$ cat config.mk
export PLATFORM = sky130hd
export DESIGN_NAME = button_debounce_event_detector
export DESIGN_NICKNAME = d
export VERILOG_FILES = /design/src/hw/rtl/bded_pkg.sv /design/src/hw/rtl/bded_step.sv /design/src/hw/rtl/button_debounce_event_detector.sv
export VERILOG_INCLUDE_DIRS = /design/src /design/src/hw/rtl
export SDC_FILE = /design/constraint.sdc
export NUM_CORES = 1
export LEC_CHECK = 0
export ABC_AREA = 1
export BUFFER_PORTS_ARGS = -buffer_cell sky130_fd_sc_hd__buf_2
export CAP_MARGIN = 20
export CELL_PAD_IN_SITES_DETAIL_PLACEMENT = 1
export CELL_PAD_IN_SITES_GLOBAL_PLACEMENT = 2
export CORE_MARGIN = 4
export CORE_UTILIZATION = 35
export DETAILED_ROUTE_END_ITERATION = 10
export PLACE_DENSITY_LB_ADDON = 0.05
export SYNTH_ARGS = -nofsm -noshare
export SYNTH_HDL_FRONTEND = slang
export SYNTH_SLANG_ARGS = --single-unit
$ cat constraint.sdc
create_clock -name clock -period 7.2 [get_ports clock]
set_clock_uncertainty 0.1 [all_clocks]
set_input_delay 1.08 -clock clock [delete_from_list [all_inputs] [get_ports clock]]
set_output_delay 1.08 -clock clock [all_outputs]
set_load 0.02 [all_outputs]
$ cat src/hw/rtl/button_debounce_event_detector_macros.svh
//------------------------------------------------------------------------------
// Assertion macros for the button debounce event detector
// Wrap concurrent assertions so that they can be compiled out with ASSERT_OFF.
//------------------------------------------------------------------------------
`ifndef BUTTON_DEBOUNCE_EVENT_DETECTOR_MACROS_SVH
`define BUTTON_DEBOUNCE_EVENT_DETECTOR_MACROS_SVH

`ifndef ASSERT_OFF
// same-cycle implication
`define ASSERT_IMP(lbl, clk, rst, ante, cons) \
   lbl: assert property (@(posedge clk) disable iff (rst) (ante) |-> (cons)) \
      else $error("assertion failed");
// next-cycle implication
`define ASSERT_NXT(lbl, clk, rst, ante, cons) \
   lbl: assert property (@(posedge clk) disable iff (rst) (ante) |=> (cons)) \
      else $error("assertion failed");
`else
`define ASSERT_IMP(lbl, clk, rst, ante, cons)
`define ASSERT_NXT(lbl, clk, rst, ante, cons)
`endif

`endif

$ cat src/hw/rtl/bded_pkg.sv
`timescale 1ns / 1ps
//------------------------------------------------------------------------------
// Button debounce event detector package
// Shared types and constants: commands, register indexes, config, flags and result.
//------------------------------------------------------------------------------
package bded_pkg;

   localparam int CSR_INDEX_BITS = 2;
   localparam int SETTLE_BITS    = 16;
   localparam int WINDOW_BITS    = 16;
   localparam int HOLD_BITS      = 32;
   localparam int CSR_DATA_BITS  = 16;

   localparam logic [CSR_INDEX_BITS-1:0] CSR_PRESS_LEVEL   = 2'd0;
   localparam logic [CSR_INDEX_BITS-1:0] CSR_SETTLE_TICKS  = 2'd1;
   localparam logic [CSR_INDEX_BITS-1:0] CSR_RECENT_WINDOW = 2'd2;

   localparam logic [SETTLE_BITS-1:0] SETTLE_RESET = 16'd20;
   localparam logic [WINDOW_BITS-1:0] WINDOW_RESET = 16'd300;

   typedef enum logic [1:0] {
      CMD_TICK    = 2'd0,
      CMD_PRESS   = 2'd1,
      CMD_RELEASE = 2'd2,
      CMD_LONG    = 2'd3
   } cmd_type;

   typedef struct packed {
      logic                   press_level;
      logic [SETTLE_BITS-1:0] settle_ticks;
      logic [WINDOW_BITS-1:0] recent_window;
   } cfg_type;

   typedef struct packed {
      logic pressed;
      logic released;
      logic prev_level;
      logic waiting;
      logic edge_pending;
   } flags_type;

   typedef struct packed {
      logic settling;
      logic answer;
      logic level_is_pressed;
   } result_type;

endpackage

$ cat src/hw/rtl/bded_step.sv
`timescale 1ns / 1ps
//------------------------------------------------------------------------------
// Debounce step logic
// Next-state and result for one tick: edge handling, settle wait, queries.
//------------------------------------------------------------------------------
module bded_step #(
   parameter int TIME_BITS = 32
) (
   input  bded_pkg::cfg_type                  cfg_i,
   input  bded_pkg::cmd_type                  cmd_i,
   input  logic                               pin_i,
   input  logic [bded_pkg::HOLD_BITS-1:0]     hold_i,
   input  logic [TIME_BITS-1:0]               now_i,
   input  logic [TIME_BITS-1:0]               press_stamp_i,
   input  logic [TIME_BITS-1:0]               release_stamp_i,
   input  logic [TIME_BITS-1:0]               edge_stamp_i,
   input  logic [bded_pkg::SETTLE_BITS-1:0]   wait_count_i,
   input  bded_pkg::flags_type                flags_i,
   output logic [TIME_BITS-1:0]               press_stamp_o,
   output logic [TIME_BITS-1:0]               release_stamp_o,
   output logic [TIME_BITS-1:0]               edge_stamp_o,
   output logic [bded_pkg::SETTLE_BITS-1:0]   wait_count_o,
   output bded_pkg::flags_type                flags_o,
   output bded_pkg::result_type               result_o
);
   import bded_pkg::*;

   localparam int CMP_BITS = (TIME_BITS > HOLD_BITS) ? TIME_BITS : HOLD_BITS;

   logic [TIME_BITS-1:0] d_press;
   logic [TIME_BITS-1:0] d_release;
   logic [TIME_BITS-1:0] d_edge;
   logic [TIME_BITS-1:0] settle_w;
   logic [TIME_BITS-1:0] window_w;

   // elapsed time since each stored stamp, modulo the time base
   assign d_press   = now_i - press_stamp_i;
   assign d_release = now_i - release_stamp_i;
   assign d_edge    = now_i - edge_stamp_i;
   assign settle_w  = TIME_BITS'(cfg_i.settle_ticks);
   assign window_w  = TIME_BITS'(cfg_i.recent_window);

   always_comb begin
      logic                   chg;
      logic                   start_req;
      logic                   ans;
      logic [TIME_BITS-1:0]   dps;
      logic [TIME_BITS-1:0]   drs;

      chg             = (pin_i != flags_i.prev_level);
      start_req       = 1'b0;
      ans             = 1'b0;
      dps             = d_press;
      drs             = d_release;
      press_stamp_o   = press_stamp_i;
      release_stamp_o = release_stamp_i;
      edge_stamp_o    = edge_stamp_i;
      wait_count_o    = wait_count_i;
      flags_o         = flags_i;
      flags_o.prev_level = pin_i;

      if (flags_i.waiting) begin
         if (chg) begin
            flags_o.edge_pending = 1'b1;
         end
         if (wait_count_o != '0) begin
            wait_count_o = wait_count_o - 1'b1;
         end
         if (wait_count_o == '0) begin
            // wait over: sample the pin, stamp with the start of the wait
            if (pin_i == cfg_i.press_level) begin
               flags_o.pressed = 1'b1;
               press_stamp_o   = edge_stamp_i;
               dps             = d_edge;
            end else begin
               flags_o.released = 1'b1;
               release_stamp_o  = edge_stamp_i;
               drs              = d_edge;
            end
            flags_o.waiting = 1'b0;
            if (flags_o.edge_pending) begin
               flags_o.edge_pending = 1'b0;
               start_req            = 1'b1;
            end
         end
      end else if (chg) begin
         start_req = 1'b1;
      end

      // new wait unless locked out by a recent press or release
      if (start_req && (dps >= settle_w) && (drs >= settle_w)) begin
         edge_stamp_o    = now_i;
         flags_o.waiting = 1'b1;
         wait_count_o    = cfg_i.settle_ticks;
         if (cfg_i.settle_ticks == '0) begin
            if (pin_i == cfg_i.press_level) begin
               flags_o.pressed = 1'b1;
               press_stamp_o   = now_i;
               dps             = '0;
            end else begin
               flags_o.released = 1'b1;
               release_stamp_o  = now_i;
               drs              = '0;
            end
            flags_o.waiting = 1'b0;
         end
      end

      unique case (cmd_i)
         CMD_PRESS: begin
            ans             = flags_o.pressed && (dps < window_w);
            flags_o.pressed = 1'b0;
         end
         CMD_RELEASE: begin
            ans              = flags_o.released && (drs < window_w);
            flags_o.released = 1'b0;
         end
         CMD_LONG: begin
            if (flags_o.pressed && (CMP_BITS'(dps) > CMP_BITS'(hold_i))
                && (press_stamp_o > release_stamp_o)) begin
               flags_o.pressed = 1'b0;
               ans             = 1'b1;
            end
         end
         CMD_TICK: begin
            ans = 1'b0;
         end
      endcase

      result_o.level_is_pressed = (pin_i == cfg_i.press_level);
      result_o.answer           = ans;
      result_o.settling         = flags_o.waiting;
   end

endmodule

$ cat src/hw/rtl/button_debounce_event_detector.sv
`timescale 1ns / 1ps
//------------------------------------------------------------------------------
// Button debounce event detector
// Debounces a sampled button pin and answers press, release and long-press
// queries against a wrapping tick counter.
//------------------------------------------------------------------------------
// Each request transaction is one tick of the time base and produces exactly
// one response transaction. The block takes one transaction per clock while
// the response side is ready: a request lands in an input register, then the
// step logic updates the debounce state and loads the result register, from
// which the response is offered. The sustained rate is set by the state
// update loop (stamps, flags, wait counter). Backpressure on the response
// side holds the result register and, through it, the input register.
// Configuration writes take effect on the next tick; write them only while
// no transaction is in flight.
module button_debounce_event_detector #(
   parameter int TIME_BITS = 32
) (
   input  logic                                  clock,
   input  logic                                  reset,
   // request: tdata = pin_level[0], hold_ticks[32:1], zero pad
   input  logic                                  req_tvalid,
   output logic                                  req_tready,
   input  logic [39:0]                           req_tdata,
   // request: tuser = command[1:0]
   input  logic [1:0]                            req_tuser,
   // response: tdata = level_is_pressed[0], answer[1], settling[2], zero pad
   output logic                                  rsp_tvalid,
   input  logic                                  rsp_tready,
   output logic [7:0]                            rsp_tdata,
   // register write port
   input  logic                                  csr_we,
   input  logic [bded_pkg::CSR_INDEX_BITS-1:0]   csr_index,
   input  logic [bded_pkg::CSR_DATA_BITS-1:0]    csr_wdata
);
   import bded_pkg::*;

`include "button_debounce_event_detector_macros.svh"

   // configuration
   cfg_type                 cfg_ff;

   // input stage
   logic                    in_v_ff;
   cmd_type                 cmd_ff;
   logic                    pin_ff;
   logic [HOLD_BITS-1:0]    hold_ff;

   // debounce state
   logic [TIME_BITS-1:0]    tick_ff;
   logic [TIME_BITS-1:0]    press_stamp_ff,   press_stamp_in;
   logic [TIME_BITS-1:0]    release_stamp_ff, release_stamp_in;
   logic [TIME_BITS-1:0]    edge_stamp_ff,    edge_stamp_in;
   logic [SETTLE_BITS-1:0]  wait_count_ff,    wait_count_in;
   flags_type               flags_ff,         flags_in;

   // result stage
   logic                    out_v_ff;
   result_type              res_ff,           res_in;

   logic                    advance;
   logic                    step;

   // result register moves when empty or taken; input register follows it
   assign advance    = !out_v_ff || rsp_tready;
   assign step       = in_v_ff && advance;
   assign req_tready = !in_v_ff || advance;
   assign rsp_tvalid = out_v_ff;
   assign rsp_tdata  = {5'd0, res_ff.settling, res_ff.answer, res_ff.level_is_pressed};

   bded_step #(
      .TIME_BITS (TIME_BITS)
   ) u_step (
      .cfg_i           (cfg_ff),
      .cmd_i           (cmd_ff),
      .pin_i           (pin_ff),
      .hold_i          (hold_ff),
      .now_i           (tick_ff),
      .press_stamp_i   (press_stamp_ff),
      .release_stamp_i (release_stamp_ff),
      .edge_stamp_i    (edge_stamp_ff),
      .wait_count_i    (wait_count_ff),
      .flags_i         (flags_ff),
      .press_stamp_o   (press_stamp_in),
      .release_stamp_o (release_stamp_in),
      .edge_stamp_o    (edge_stamp_in),
      .wait_count_o    (wait_count_in),
      .flags_o         (flags_in),
      .result_o        (res_in)
   );

   // configuration registers; an unused index is dropped
   always_ff @(posedge clock) begin
      if (reset) begin
         cfg_ff.press_level   <= 1'b0;
         cfg_ff.settle_ticks  <= SETTLE_RESET;
         cfg_ff.recent_window <= WINDOW_RESET;
      end else if (csr_we) begin
         unique case (csr_index)
            CSR_PRESS_LEVEL:   cfg_ff.press_level   <= csr_wdata[0];
            CSR_SETTLE_TICKS:  cfg_ff.settle_ticks  <= csr_wdata[SETTLE_BITS-1:0];
            CSR_RECENT_WINDOW: cfg_ff.recent_window <= csr_wdata[WINDOW_BITS-1:0];
            default: ;
         endcase
      end
   end

   // input stage: capture a request transaction whenever there is room
   always_ff @(posedge clock) begin
      if (reset) begin
         in_v_ff <= 1'b0;
      end else if (req_tready) begin
         in_v_ff <= req_tvalid;
      end
   end

   always_ff @(posedge clock) begin
      if (req_tready && req_tvalid) begin
         cmd_ff  <= cmd_type'(req_tuser);
         pin_ff  <= req_tdata[0];
         hold_ff <= req_tdata[HOLD_BITS:1];
      end
   end

   // debounce state: advance once per processed tick
   always_ff @(posedge clock) begin
      if (reset) begin
         tick_ff          <= '0;
         press_stamp_ff   <= '0;
         release_stamp_ff <= '0;
         edge_stamp_ff    <= '0;
         wait_count_ff    <= '0;
         flags_ff         <= '0;
      end else if (step) begin
         tick_ff          <= tick_ff + 1'b1;
         press_stamp_ff   <= press_stamp_in;
         release_stamp_ff <= release_stamp_in;
         edge_stamp_ff    <= edge_stamp_in;
         wait_count_ff    <= wait_count_in;
         flags_ff         <= flags_in;
      end
   end

   // result stage: hold while the response side stalls
   always_ff @(posedge clock) begin
      if (reset) begin
         out_v_ff <= 1'b0;
      end else if (advance) begin
         out_v_ff <= in_v_ff;
      end
   end

   always_ff @(posedge clock) begin
      if (step) begin
         res_ff <= res_in;
      end
   end

   // tick counter moves by exactly one per processed transaction
   `ASSERT_NXT(a_tick_step, clock, reset, step,
      tick_ff == TIME_BITS'($past(tick_ff) + 1'b1))
   `ASSERT_NXT(a_tick_hold, clock, reset, !step, $stable(tick_ff))
   // an idle debouncer has no count left
   `ASSERT_IMP(a_idle_count, clock, reset, !flags_ff.waiting, wait_count_ff == '0)
   // a pending edge only exists during a settle wait
   `ASSERT_IMP(a_pending_wait, clock, reset, flags_ff.edge_pending, flags_ff.waiting)

endmodule
Yosys cells after proc, flatten, opt, wreduce, memory -nomap -nowiden
Index checks and enable logic that the tools add are counted.
Widths: inputs -> output; s select.

storage, ports and cells
  input bits = 65
  flip-flop bits (word level) = 222
  output and inout bits = 10
  logic and storage cells = 114

operators by class
  reduce and logical (&&, ||, !) cells = 24
  order comparisons = 6
  add/subtract/negate cells = 5
  equality and inequality tests = 7
  muxes and demuxes = 51

operators with widths
  cell                   count
  $mux 32                24
  $sub 32x32->32         3
  $ge 32x16->1           2
  $gt 32x32->1           2
  $lt 32x16->1           2
  $mux 16                4
  $add 32x1->32 const B  1
  $logic_not 16->1       2
  $reduce_bool 16->1     1
  $sub 16x1->16 const B  1
  $mux 1                 15
  $mux 2                 6
  $reduce_and 2->1       6
  $logic_and 1x1->1      8
  $eq 2x2->1 const B     3
  $eq 2x1->1 const B     2
  $logic_not 2->1        2
  $pmux 1 s4             1
  $logic_not 1->1        2
  $logic_or 1x1->1       2
  $pmux 1 s2             1
  $reduce_bool 2->1      1
  $eq 1x1->1             1
  $ne 1x1->1             1

Longest topological paths before layout
Gate-level depths: netlist (run 1).

  depth after elaboration = 15
  depth in mapped cells = 49
  gate-level depth less buffers = 47

Hierarchy
Synthesis (run 1) repeated with hierarchy kept, for this count alone.

second synthesis, totals
  cells, all modules = 3584
  area total of the unflattened synthesis = 21808.4 µm²

modules (own cells, without submodules)
  module                          seq. area each (µm²)  times used  cells each  area each (µm²)
  bded_step                       0.0                   1           2586        13620.6
  button_debounce_event_detector  4824.6                1           998         8187.9

Worst setup path after synthesis (run 1)
No wires, ideal clock.

  path kind = flip-flop to flip-flop
  from = register wait_count_ff[0]
  to = register flags_ff[4] in the netlist's numbering
  arrival = 5.954 ns
  period minus slack after synthesis = 6.185 ns
  path slack = 1.015 ns
  data required time = 6.969 ns
  cell stages (with the launch flop) = 44
  buffers on the path = 6
  setup time = 0.131 ns
  cell sequence = dfxtp_1 -> inv_2 -> ha_1 -> nand2_2 -> nor2_4 -> nand2_2 -> buf_6 -> nand2_1 -> nand4_2 -> nor2_4 -> nand3_4 -> buf_2 -> clkbuf_1 -> clkbuf_1 -> o21ai_0 -> inv_1 -> ha_1 -> a21oi_1 -> [8 not listed] -> nand3_2 -> nand3_4 -> inv_2 -> nand3_2 -> buf_6 -> buf_4 -> o211ai_1 -> o21ai_1 -> inv_1 -> ha_1 -> nand4_1 -> nor4_1 -> inv_1 -> nor4_1 -> nand2_1 -> a32o_1 -> o311ai_0 -> a21oi_1

between the ends
  elaborated cells on any way between the ends = 39
  those cells by class = add/sub: 1; order compare: 4; mux: 28; reduce/logical: 6

RTL lines
  element                                                     RTL line                               RTL
  from (decl)                                                 button_debounce_event_detector.sv:54   logic [SETTLE_BITS-1:0] wait_count_ff, wait_count_in;
  from (signal assigned)                                      button_debounce_event_detector.sv:139  wait_count_ff <= wait_count_in;
  $sub 16x1->16 / $reduce_bool 16->1 (equally long branches)  bded_step.sv:67, bded_step.sv:66
  $mux 16 *                                                   bded_step.sv:66                        if (wait_count_o != '0) begin
  $mux 16 *                                                   bded_step.sv:62                        if (flags_i.waiting) begin
  $logic_not 16->1 *                                          bded_step.sv:69                        if (wait_count_o == '0) begin
  $mux 32                                                     bded_step.sv:69
  $mux 32                                                     bded_step.sv:62
  $ge 32x16->1                                                bded_step.sv:91                        if (start_req && (dps >= settle_w) && (drs >= settle_w)) begin
  $logic_and 1x1->1 (2 in a row)                              bded_step.sv:91
  $mux 32 *                                                   bded_step.sv:91
  net press_stamp_in[31]                                      button_debounce_event_detector.sv:51   logic [TIME_BITS-1:0] press_stamp_ff, press_stamp_in;
  $gt 32x32->1 *                                              bded_step.sv:120                       && (press_stamp_o > release_stamp_o)) begin
  $logic_and 1x1->1 *                                         bded_step.sv:120
  $mux 1 *                                                    bded_step.sv:119                       if (flags_o.pressed && (CMP_BITS'(dps) > CMP_BITS'(hold_i))
  $pmux 1 s2 *                                                bded_step.sv:109                       unique case (cmd_i)
  to (signal assigned)                                        button_debounce_event_detector.sv:140  flags_ff <= flags_in;
  to (decl)                                                   button_debounce_event_detector.sv:55   flags_type flags_ff, flags_in;

The timed path passes the listed nets; every way through them passes the cells marked *. The select of a mux whose other input is x is not followed.
A chain may end at the register's enable or synchronous reset.

==> results.py, run 1 <==
metrics = {
    "power_and_ir_drop": {
        "powerDensity_nw_per_um2": 203,
        "clkPwrFrac_pct": 30.8,
        "swShare_pct": 40.1,
        "sequentialPowerShare_pct": 28.4,
        "internal-power_uw": 2920,
        "p_comb_share_pct": 40.8,
        "p_leak_uw": 0.0120,
        "vdd_ir_drop_max_mv": 0.181,
        "switchingPower_uw": 1960,
    },
    "die": {
        "chipWidth_um": 249,
        "rows": 88,
        "core_um2": 57700,
        "die_h_um": 249,
        "dieArea_um2": 62200,
        "io_pins": 75,
        "start_util_pct": 35.4,
    },
    "detailed_routing": {
        "via_per_inst": 5.38,
        "wl_um": 90500,
        "drc": 0,
        "wl_per_cell_um": 21.7,
        "via_count": 22400,
        "ant_nets": 0,
        "drt_iter0_drc": 1055,
        "dr.pass1.iters": 5,
    },
    "global_route": {
        "antenna_found_initial": 0,
        "grt_use_total_pct": 27.5,
        "first_global_vias": 23200,
        "grt_overflow": 0,
        "grt_pass1_wl_um": 136000,
        "grt_max_degree": 79,
    },
    "cells_and_area": {
        "multiInputGateArea_um2": 13500,
        "layout_common_cells": "nand2_1 (725), inv_1 (519), a21oi_1 (337)",
        "instances_no_fill": 4173,
        "num_antenna_cells": 0,
        "syn2layout_area_growth_pct": 17.8,
        "fin_util_pct": 41.7,
        "seq_area_um2": 4830,
        "final_common_cell": "nand2_1",
        "drive_above_1_share_pct": 10.7,
        "nFillCells": 7627,
        "fin_nets": 3675,
    },
    "placement": {
        "detailedPlace.worstSlack_ns": -0.0471,
        "place.gp.congestion": 0.969,
        "io_buffers": 62,
        "dp.cells": 4079,
        "dp_hpwl_um": 73000,
    },
    "clock_tree": {
        "clk_latency_ns": 0.58,
        "cts_buffer_depth": 3,
        "cts_made_buffers": 28,
        "cts_max_level": 1,
        "clkSinkCount": 222,
        "root_buffer": "clkbuf_16",
        "cts_tree": "done",
        "path_clk_slew_ns": 0.06,
    },
    "yosys": {
        "synthCells": 3216,
        "yosysWarnings": 0,
        "synth_edf_count": 38,
        "ys_types": 61,
        "async_flop_share_pct": 0,
        "synth.avg_cell_area_um2": 6.35,
        "synth-seq-cells": 222,
        "ys.flop_type": "dfxtp_1",
        "syn_area_um2": 20400,
        "seq_area_frac_synth_pct": 23.6,
    },
    "critical_path": {
        "crit_type": "flop to flop",
        "slowest_delay_ns": 0.41,
        "worstPathArrival_ns": 7.13,
        "cp_common_cell": "nand2_1",
        "cp-end-kind": "flop",
        "cp_slowest_cell": "fa_1",
        "r2r_setup_slack_ns": 0.30,
        "cp-start-kind": "flop",
        "worst-path-max-fanout": 6,
        "worstPathRequired_ns": 7.43,
    },
    "min_path": {
        "hp-class": "flop to flop",
    },
    "timing": {
        "final_max_slew_viol_count": 0,
        "slew_headroom_pct": 27.8,
        "setup_violations": 0,
        "period_needed_ns": 6.90,
        "max_freq_ghz": 0.145,
        "layout_setup_ws_ns": 0.298,
        "finalCritPeriodShare_pct": 95.9,
        "hold_viol_final": 0,
        "worstMarginPinSlew_ns": 1.07,
    },
    "run": {
        "drv_cap": 0,
    },
    "outcome": {
        "status": "complete, no violations",
    },
}
[routing by layer]
| layer | GRT usage [%] | wire length, um | vias up |
|---|---|---|---|
| met5 | 0 | 0 | - |
| met4 | 6.46 | 2730 | 0 |
| met3 | 2.31 | 2640 | 109 |
| met2 | 48.2 | 42500 | 417 |
| met1 | 36.8 | 42600 | 11000 |
| li1 | - | - | 11000 |
[kinds of logic (layout without fill, tap and decap cells)]
group | Yosys count | count (layout) | synth area share [%]
and+or+nand+nor | 1270 | 1272 | 26.2
AOI/OAI and AO/OA | 805 | 805 | 21.4
buffers and inverters | 626 | 812 | 12.0
adders and majority gates | 224 | 224 | 13.8
DFF | 222 | 222 | 23.6
xor gates and xnor gates | 64 | 64 | 2.75
muxes | 4 | 4 | 0.196
other | 1 | 5 | 0.0184
[cell type report]
type / instances / share of cell area, %
multi-input combinational: 2374 / 56.0
sequential: 222 / 20.1
inverter: 529 / 8.32
timing repair buffer: 231 / 7.56
tap: 765 / 3.98
clock buffer: 42 / 3.51
clock inverter: 10 / 0.521
[worst paths after layout]
path,from,endpoint,cells past startpoint
worst max-delay path,tick_ff[0]$_SDFFE_PP0P_,rsp_tdata[1]$_DFFE_PP_,42
worst min-delay path,wait_count_ff[15]$_SDFFE_PP0P_,wait_count_ff[15]$_SDFFE_PP0P_,2
worst max register to register,tick_ff[0]$_SDFFE_PP0P_,rsp_tdata[1]$_DFFE_PP_,42
worst min register to register,wait_count_ff[15]$_SDFFE_PP0P_,wait_count_ff[15]$_SDFFE_PP0P_,2
[stage by stage]
stage	total power, uW	TNS [ns]	hold WS (ns)	area (um^2)
floorplan	2590	0	0.357	20400
global placement	3230	0	0.388	22300
detailed placement	3290	-0.0471	0.405	22300
CTS	4820	0	0.414	23300
global route	5210	-0.0662	0.450	24000
finish	4880	0	0.425	24000
[repair_timing]
action	4_1_cts	5_1_grt
gates resized for setup	3	83
buffers inserted	1	35
endpoints found under the setup margin	2	2
hold buffers	0	0
pin swaps	2	32
cloned	0	6
[sequential cells by signal (all words and copies together) (netlist names)]
name / count
release_stamp_ff: 32
press_stamp_ff: 32
pin_ff: 1
hold_ff: 32
tick_ff: 32
wait_count_ff: 16
edge_stamp_ff: 32
rsp_tvalid: 1
cmd_ff: 2
in_v_ff: 1
flags_ff: 5
cfg_ff: 33
rsp_tdata: 3
[critical path, delay by kind of cell, from the launching register on]
kind                     cells  cell delay, ns
AND/OR/NAND/NOR             18            1.85
buffers and inverters       11            1.59
AO/OA/AOI/OAI                8            1.36
adder cells (fa/ha/maj)      4            1.21
flip-flops                   1            0.31
XOR/XNOR                     1            0.21
[power groups by stage]
stage | logic [uW] | clock network, uW | registers [uW]
global route | 2220 | 1590 | 1390
floorplan | 1190 | 0 | 1400
detailed placement | 1880 | 0 | 1410
CTS | 1890 | 1540 | 1380
global placement | 1830 | 0 | 1410
finish | 1990 | 1500 | 1390
[synth_stat cells (all sizes together) (2+ instances only)]
| cell type | n | area [um^2] |
|---|---|---|
| clkinv | 3 | 12.5 |
| a211oi | 28 | 210 |
| buf | 39 | 251 |
| o21bai | 8 | 60.1 |
| nand3b | 14 | 105 |
| o21ai | 337 | 1690 |
| edfxtp | 38 | 1140 |
| a31oi | 12 | 75.1 |
| a2111oi | 3 | 26.3 |
| o21a | 9 | 67.6 |
| nand2 | 738 | 2790 |
| nand3 | 134 | 723 |
| o311ai | 2 | 17.5 |
| nand4 | 49 | 313 |
| xor2 | 31 | 272 |
| o221ai | 2 | 17.5 |
| a32o | 2 | 20.0 |
| inv | 526 | 1970 |
| a21oi | 345 | 1740 |
| nor4 | 14 | 93.8 |
| a21o | 10 | 75.1 |
| nor2 | 275 | 1070 |
| ha | 221 | 2770 |
| nor3 | 43 | 236 |
| fa | 3 | 60.1 |
| o211ai | 34 | 255 |
| a221oi | 2 | 17.5 |
| clkbuf | 58 | 218 |
| a21boi | 2 | 15.0 |
| mux2i | 4 | 40.0 |
| xnor2 | 33 | 289 |
| dfxtp | 184 | 3680 |
Power figures use the tool's default switching activity.
==> inputs of run 2 (changes only) <==
CORE_ASPECT_RATIO = 1.5   (was default)
==> results.py, run 2 (same netlist as run 1, synthesis figures left out) <==
metrics = {
    "cells_and_area": {
        "drive_above_1_share_pct": 11.0,
        "layout_common_cells": "nand2_1 (729), inv_1 (519), a21oi_1 (342)",
        "multiInputGateArea_um2": 13400,
        "final_common_cell": "nand2_1",
        "seq_area_um2": 4830,
        "nFillCells": 7763,
        "fin_util_pct": 41.4,
        "regMostFlops": "cfg_ff",
        "fin_area_um2": 23900,
        "instances_no_fill": 4211,
        "largest_register_ffs": 33,
        "syn2layout_area_growth_pct": 17.3,
        "fin_nets": 3711,
        "num_antenna_cells": 0,
    },
    "clock_tree": {
        "cts_tree": "done",
        "cts_buffer_depth": 3,
        "cts_max_level": 1,
        "path_clk_slew_ns": 0.06,
        "root_buffer": "clkbuf_16",
        "clkSinkCount": 222,
        "postCtsHoldBufs": 0,
        "clk_latency_ns": 0.58,
        "cts_made_buffers": 26,
    },
    "critical_path": {
        "critPathLaunch": "tick_ff[14]$_SDFFE_PP0P_",
        "cp_common_cell": "nand2_1",
        "cp_slowest_cell": "dfxtp_1",
        "crit_type": "flop to flop",
        "slowest_delay_ns": 0.64,
        "r2r-start": "tick_ff[14]$_SDFFE_PP0P_",
        "cp-end-kind": "flop",
        "critPathBufInv": 8,
        "cp-start-kind": "flop",
        "worstPathArrival_ns": 7.15,
        "crit_family": "simple AND/OR/NAND/NOR gates",
        "worstPathRequired_ns": 7.53,
        "worst-path-max-fanout": 17,
    },
    "placement": {
        "dp_hpwl_um": 79500,
        "place_area_um2": 22800,
        "detailedPlace.worstSlack_ns": -0.195,
        "dp.cells": 4157,
        "io_buffers": 62,
        "place.gp.congestion": 0.931,
    },
    "timing": {
        "max_freq_ghz": 0.147,
        "hold_viol_final": 0,
        "tns_ns": 0,
        "final_max_slew_viol_count": 0,
        "finalCritPeriodShare_pct": 94.7,
        "slew_headroom_pct": 40.6,
        "period_needed_ns": 6.82,
        "setup_violations": 0,
        "worstMarginPinSlew_ns": 0.889,
        "layout_setup_ws_ns": 0.382,
    },
    "die": {
        "start_util_pct": 35.3,
        "rows": 108,
        "core_um2": 57800,
        "chipWidth_um": 205,
        "dieArea_um2": 62300,
        "die_h_um": 304,
        "io_pins": 75,
    },
    "detailed_routing": {
        "wl_um": 94700,
        "via_count": 22500,
        "dr.pass1.iters": 4,
        "drc": 0,
        "drt_iter0_drc": 869,
        "via_per_inst": 5.35,
        "wl_per_cell_um": 22.5,
        "ant_nets": 0,
    },
    "run": {
        "drv_cap": 0,
    },
    "power_and_ir_drop": {
        "vdd_ir_drop_max_mv": 0.207,
        "p_leak_uw": 0.0121,
        "powerDensity_nw_per_um2": 197,
    },
    "global_route": {
        "grt_max_degree": 75,
        "grt_overflow": 0,
        "antenna_found_initial": 0,
        "first_global_vias": 23900,
        "grt_pass1_wl_um": 141000,
        "grt_use_total_pct": 29.4,
    },
    "min_path": {
        "holdCritStartpoint": "flags_ff[3]$_SDFFE_PP0P_",
        "hp-class": "flop to flop",
    },
    "outcome": {
        "status": "complete, no violations",
    },
}
==> run 2: changes by cell type in the layout (fill, tap and decap cells not counted), sizes merged <==
cell and delta:
buf +42, clkbuf -3, clkinvlp -1, clkinv +2, bufinv -3, inv -2, nand3 -2
==> run 2: cell type report <==
| cell class | instances | share of cell area (%) |
|---|---|---|
| timing repair buffer | 271 | 8.44 |
| multi-input combinational | 2372 | 55.8 |
| clock buffer | 41 | 3.05 |
| tap | 770 | 4.03 |
| inverter | 529 | 8.33 |
| sequential | 222 | 20.2 |
| clock inverter | 6 | 0.188 |
==> run 2: metrics by stage <==
| stage | power, uW | hold slack, ns |
|---|---|---|
| after floorplan | 2590 | 0.357 |
| after global placement | 3330 | 0.393 |
| after detailed placement | 3400 | 0.403 |
| after CTS | 4710 | 0.416 |
| after global routing | 5040 | 0.440 |
| final | 4720 | 0.409 |
==> run 2: report_power, final <==
part / switching, uW / internal (uW)
Combinational: 1340 / 718
Clock: 584 / 695
Sequential: 49.8 / 1340
Total: 1970 / 2750
==> run 2: metal layers <==
| metal | wire length, um | GRT usage [%] | share of wire, % | vias to the layer above |
|---|---|---|---|---|
| li1 | - | - | - | 11000 |
| met1 | 34500 | 29.9 | 36 | 10800 |
| met2 | 49800 | 56.5 | 53 | 414 |
| met3 | 2500 | 2.52 | 2.6 | 223 |
| met4 | 7850 | 18.7 | 8.3 | 0 |
| met5 | 0 | 0 | 0 | - |
==> run 2: what timing repair did <==
action                     4_1_cts  5_1_grt
setup endpoints to repair        2        2
gates cloned                     0        2
pin swaps                        0       10
resized for setup                5       54
buffers inserted                 0        5
==> run 2: worst register-to-register path: cells and delay by family (launching register included) <==
| kind | cells | cell delay (ns) |
|---|---|---|
| simple gates | 23 | 3.54 |
| buf+inv | 8 | 0.94 |
| compound gates | 5 | 0.83 |
| flops | 1 | 0.64 |
| fa+ha+maj | 2 | 0.63 |
==> run 2: path summary, 6_finish.rpt <==
path,cells after the start,to,slack (ns)
worst min register to register,2,flags_ff[3]$_SDFFE_PP0P_,0.41
worst min-delay path,2,flags_ff[3]$_SDFFE_PP0P_,0.41
worst max register to register,38,rsp_tdata[1]$_DFFE_PP_,0.38
worst max-delay path,38,rsp_tdata[1]$_DFFE_PP_,0.38
